===== src/easing_curve_interpolator_unit_macros.svh =====
// Assertion macros shared by the easing curve interpolator RTL.
// Each macro expects clk and rst in scope.
`ifndef EASING_CURVE_INTERPOLATOR_UNIT_MACROS_SVH
`define EASING_CURVE_INTERPOLATOR_UNIT_MACROS_SVH

// Same-cycle implication, off during reset.
`define ECI_ASSERT_IMPL(label, pre, post, msg) \
  label: assert property (@(posedge clk) disable iff (rst) (pre) |-> (post)) \
    else $error(msg);

// Next-cycle implication, off during reset.
`define ECI_ASSERT_NEXT(label, pre, post, msg) \
  label: assert property (@(posedge clk) disable iff (rst) (pre) |=> (post)) \
    else $error(msg);

// Condition that must hold in the cycle after reset is seen.
`define ECI_ASSERT_RST(label, post, msg) \
  label: assert property (@(posedge clk) rst |=> (post)) \
    else $error(msg);

`endif


===== src/eci_div.sv =====
// ----------------------------------------------------------------------------
// eci_div
// Pipelined restoring divider, one quotient bit per stage, with a tag that
// travels alongside. All stages advance together on en.
// ----------------------------------------------------------------------------
module eci_div #(
  parameter int NW = 8,
  parameter int DW = 8,
  parameter int SW = 1
) (
  input  logic          clk,
  input  logic          rst,
  input  logic          en,
  input  logic          load,
  input  logic [NW-1:0] num,
  input  logic [DW-1:0] den,
  input  logic [SW-1:0] tag,
  output logic          done,
  output logic [NW-1:0] quo,
  output logic [SW-1:0] tag_q
);

  logic          vld [NW];
  logic [DW-1:0] rem [NW];
  logic [NW-1:0] acc [NW];
  logic [DW-1:0] dv  [NW];
  logic [SW-1:0] tg  [NW];

  for (genvar g = 0; g < NW; g++) begin : g_stage
    logic          v_in;
    logic [DW-1:0] r_in;
    logic [NW-1:0] a_in;
    logic [DW-1:0] d_in;
    logic [SW-1:0] t_in;
    logic [DW:0]   trial;
    logic          fit;

    if (g == 0) begin : g_first
      assign v_in = load;
      assign r_in = '0;
      assign a_in = num;
      assign d_in = den;
      assign t_in = tag;
    end else begin : g_next
      assign v_in = vld[g-1];
      assign r_in = rem[g-1];
      assign a_in = acc[g-1];
      assign d_in = dv[g-1];
      assign t_in = tg[g-1];
    end

    assign trial = {r_in, a_in[NW-1]};
    assign fit   = trial >= {1'b0, d_in};

    always_ff @(posedge clk) begin
      if (rst) begin
        vld[g] <= 1'b0;
      end else if (en) begin
        vld[g] <= v_in;
      end
    end

    always_ff @(posedge clk) begin
      if (en) begin
        rem[g] <= fit ? DW'(trial - {1'b0, d_in}) : trial[DW-1:0];
        acc[g] <= {a_in[NW-2:0], fit};
        dv[g]  <= d_in;
        tg[g]  <= t_in;
      end
    end
  end

  assign done  = vld[NW-1];
  assign quo   = acc[NW-1];
  assign tag_q = tg[NW-1];

endmodule


===== config.mk =====
export PLATFORM = sky130hd
export DESIGN_NAME = eci_div
export DESIGN_NICKNAME = d
export VERILOG_FILES = /design/src/easing_curve_interpolator_unit_macros.svh /design/src/eci_div.sv
export SDC_FILE = /design/constraint.sdc
export NUM_CORES = 1
export LEC_CHECK = 0
export BUFFER_PORTS_ARGS = -buffer_cell sky130_fd_sc_hd__buf_2
export CAP_MARGIN = 0
export CORE_UTILIZATION = 57
export DETAILED_ROUTE_END_ITERATION = 16
export GPL_TIMING_DRIVEN = 1
export PLACE_DENSITY_LB_ADDON = 0.15
export SYNTH_ARGS = -nofsm -noshare
export SYNTH_HDL_FRONTEND = slang
export SYNTH_SLANG_ARGS = --single-unit

===== constraint.sdc =====
create_clock -name clk -period 3.2 [get_ports clk]
set_input_delay 0.16 -clock clk [delete_from_list [all_inputs] [get_ports clk]]
set_output_delay 0.16 -clock clk [all_outputs]
set_load 0.05 [all_outputs]

==> reports/results.txt <==
Min Hold Slack - 0.02823 ns
Syn_area_per_cell - 13.93 um2
Tightest Pin Transition - 0.6789 ns
Htree depth - 4
Grt met3 use - 0.04648
Root buf cell - clkbuf_16
Unique masters post-synth - 57
EDFF count, synth - 192
Sw Pwr - 2.067 mW
Clock sink total - 192
Post-DP HPWL - 10,480 um
Cell area after layout - 10,060 um2
Crit start category - register
Commonest non-fill, non-tap cells in the layout - edfxtp_1 (192), inv_1 (78), ha_1 (58), o21ai_0 (40), nand2_1 (33)
Max-cap violations - 0
Max Freq - 395.8 MHz
Die Wd - 127.3 um
Worst-Skew Late Latency - 0.42 ns
Critical-path maximum fanout - 8
Comb pwr share - 0.249
Multi-input gate area - 2803 um2
CORE AREA - 15,260 um2
Yosys top cell by area - edfxtp_1
Starting Density - 0.5869
First-pass GRT wire length - 24,480 um
Synth Register Bits - 192
Num ports - 31
FF+latch area - 5766 um2
Gpl congestion - 0.8747
Post-cts resize count - 0
Top cell family by delay on the critical path - compound AO/OA/AOI/OAI gates
RSZ-0062 raised after global routing - false
Setup TNS - 0 ns
Detailed Route Iter0 Violations - 382
# port buffers - 30
Post-DR vias/cell - 5.379
CTS tree - yes
Final Total Pwr - 7.217 mW
GRT overflow - 0
Die ar. - 16,220 um2
Commonest non-fill, non-tap cell in the layout - edfxtp_1
Routing usage on met1 - 0.2264
Final net count - 787
Dominant synthesized flop cell - edfxtp_1
Final min period - 2.526 ns
Max Root-Sink Buffers - 2
Synth warn - 0
Max VDD drop - 432.7 uV
Layout cells sized above 1 - 0.1387
Critical path class - register to register
Static leakage - 3.996 nW
CP endpoint kind - register
P_int - 5.150 mW
Drt first pass iters - 5
Std cell rows - 45
Count of pins over their slew limit - 0
Status - complete, no violations
Worst Hold Class - input pin to register
Cell Area, Synth - 8955 um2
Fill count - 1,079
Critical path data arrival time - 2.70 ns
Largest net degree at the start of global routing - 76
Initial antenna violation count - 0
Post-CTS setup buffer count - 0
DRT antenna net count - 0
WL final - 14,490 um
Top post-synthesis cells by area - edfxtp_1 (64%), ha_1 (8.1%), inv_1 (3.3%)
Final Hold Vio Count - 0
Vias - 4,976
Clock share of power - 0.279
Ys async rst share - 0
Final Setup Violations - 0
Final Cycle Share - 0.7895
CP max stage cell - a21boi_2
Post-Syn Instances - 643
Final WS setup - 0.6736 ns
DP Area - 9331 um2
Met2 usage - 0.3639
Area share of the largest cell type after synthesis - 0.6438
Pre-CTS setup slack - 0.6487 ns
Sequential area share after synthesis - 0.6438
All-Layer GR Usage - 0.1975
Pwr per Cell Area - 717.3 nW/um2
Number of global-route vias before repair - 5,198
Critical Path RT - 3.37 ns
Die H - 127.3 um
WP buf/inv - 0
Area Growth Syn to Fin - 12.35%
Share of power burned in registers - 0.472
Slew HR - 0.5474
GRT busiest layer - met2
Net Sw Frac - 0.2864
ANT cells - 0
Worst path cell trace - ha_1, a21oi_1, o21ai_0, a21boi_0, a21boi_2, mux2_2
# hold bufs at CTS - 17
CTS buffer count - 17
Wire per inst - 15.66 um
Worst-path clk slew - 0.07 ns
Crit path largest cell delay - 0.47 ns
Post-route DRC - 0
Clock Skews - 0.008037 ns
Syn_nets - 728
metrics by stage:
step | instances | utilization
2_1_floorplan | 643 | -
3_3_place_gp | 877 | 0.6116
3_5_place_dp | 877 | 0.6116
4_1_cts | 925 | 0.6594
5_1_grt | 925 | 0.6594
6_report | 925 | 0.6594
cells in the mapped netlist (all sizes together) (3+ instances only):
master and instances:
a211oi 6, a21boi 6, a21o 13, a21oi 30
a221oi 4, a31o 3, a31oi 3, and2 13
and3 3, and4 3, buf 11, edfxtp 192
fa 6, ha 58, inv 78, mux2 15
mux2i 8, nand2 33, nand2b 11, nand3 6
nor2 14, nor2b 9, nor3 6, o21a 11
o21ai 41, o31ai 6, or2 3, or4 4
xnor2 11, xor2 9
tightest hold or removal path: stages:
cell and delay (ns):
buf_2 0.09, nand2_1 0.04, o21ai_1 0.06
cell families after synthesis:
group / share of synthesized area
AND/OR/NAND/NOR: 0.07056
AO/OA/AOI/OAI: 0.1006
buffers and inverters: 0.04317
flip-flops: 0.6438
multiplexers: 0.02781
XOR/XNOR: 0.01956
adder cells (fa/ha/maj): 0.09445
routing by layer:
layer | wire length (um) | vias to the layer above
met4 | 208 | 0
met2 | 7840 | 100
li1 | - | 2482
met1 | 5889 | 2380
met5 | 0 | -
met3 | 547 | 14
final cells by class:
cell class | instances | area share
sequential | 192 | 0.5731
multi-input combinational | 359 | 0.2786
clock buffer | 18 | 0.04266
timing repair buffer | 53 | 0.03694
inverter | 79 | 0.02960
tap | 211 | 0.02624
clock inverter | 13 | 0.01293
power groups by stage:
stage / logic [mW] / clock network, mW / registers [mW]
after global placement: 1.69 / 0 / 3.46
final: 1.80 / 2.01 / 3.41
after detailed placement: 1.77 / 0 / 3.47
after floorplan: 1.38 / 0 / 3.40
after CTS: 1.79 / 2.05 / 3.42
after global routing: 2.02 / 2.15 / 3.45
path summary, 6_finish.rpt:
check / start / end / slack [ns] / cells past startpoint
max: rem[1][5] / rem[2][5] / 0.67 / 6
min reg2reg: acc[3][3] / acc[3][12] / 0.42 / 0
min: num[7] / rem[0][0] / 0.03 / 3
max reg2reg: rem[1][5] / rem[2][5] / 0.67 / 6
flip-flops by register name, summed over array words and instances (netlist names):
signal / flops
acc: 64
rem: 56
dv: 56
tg: 8
vld: 8
Power figures use the tool's default switching activity.
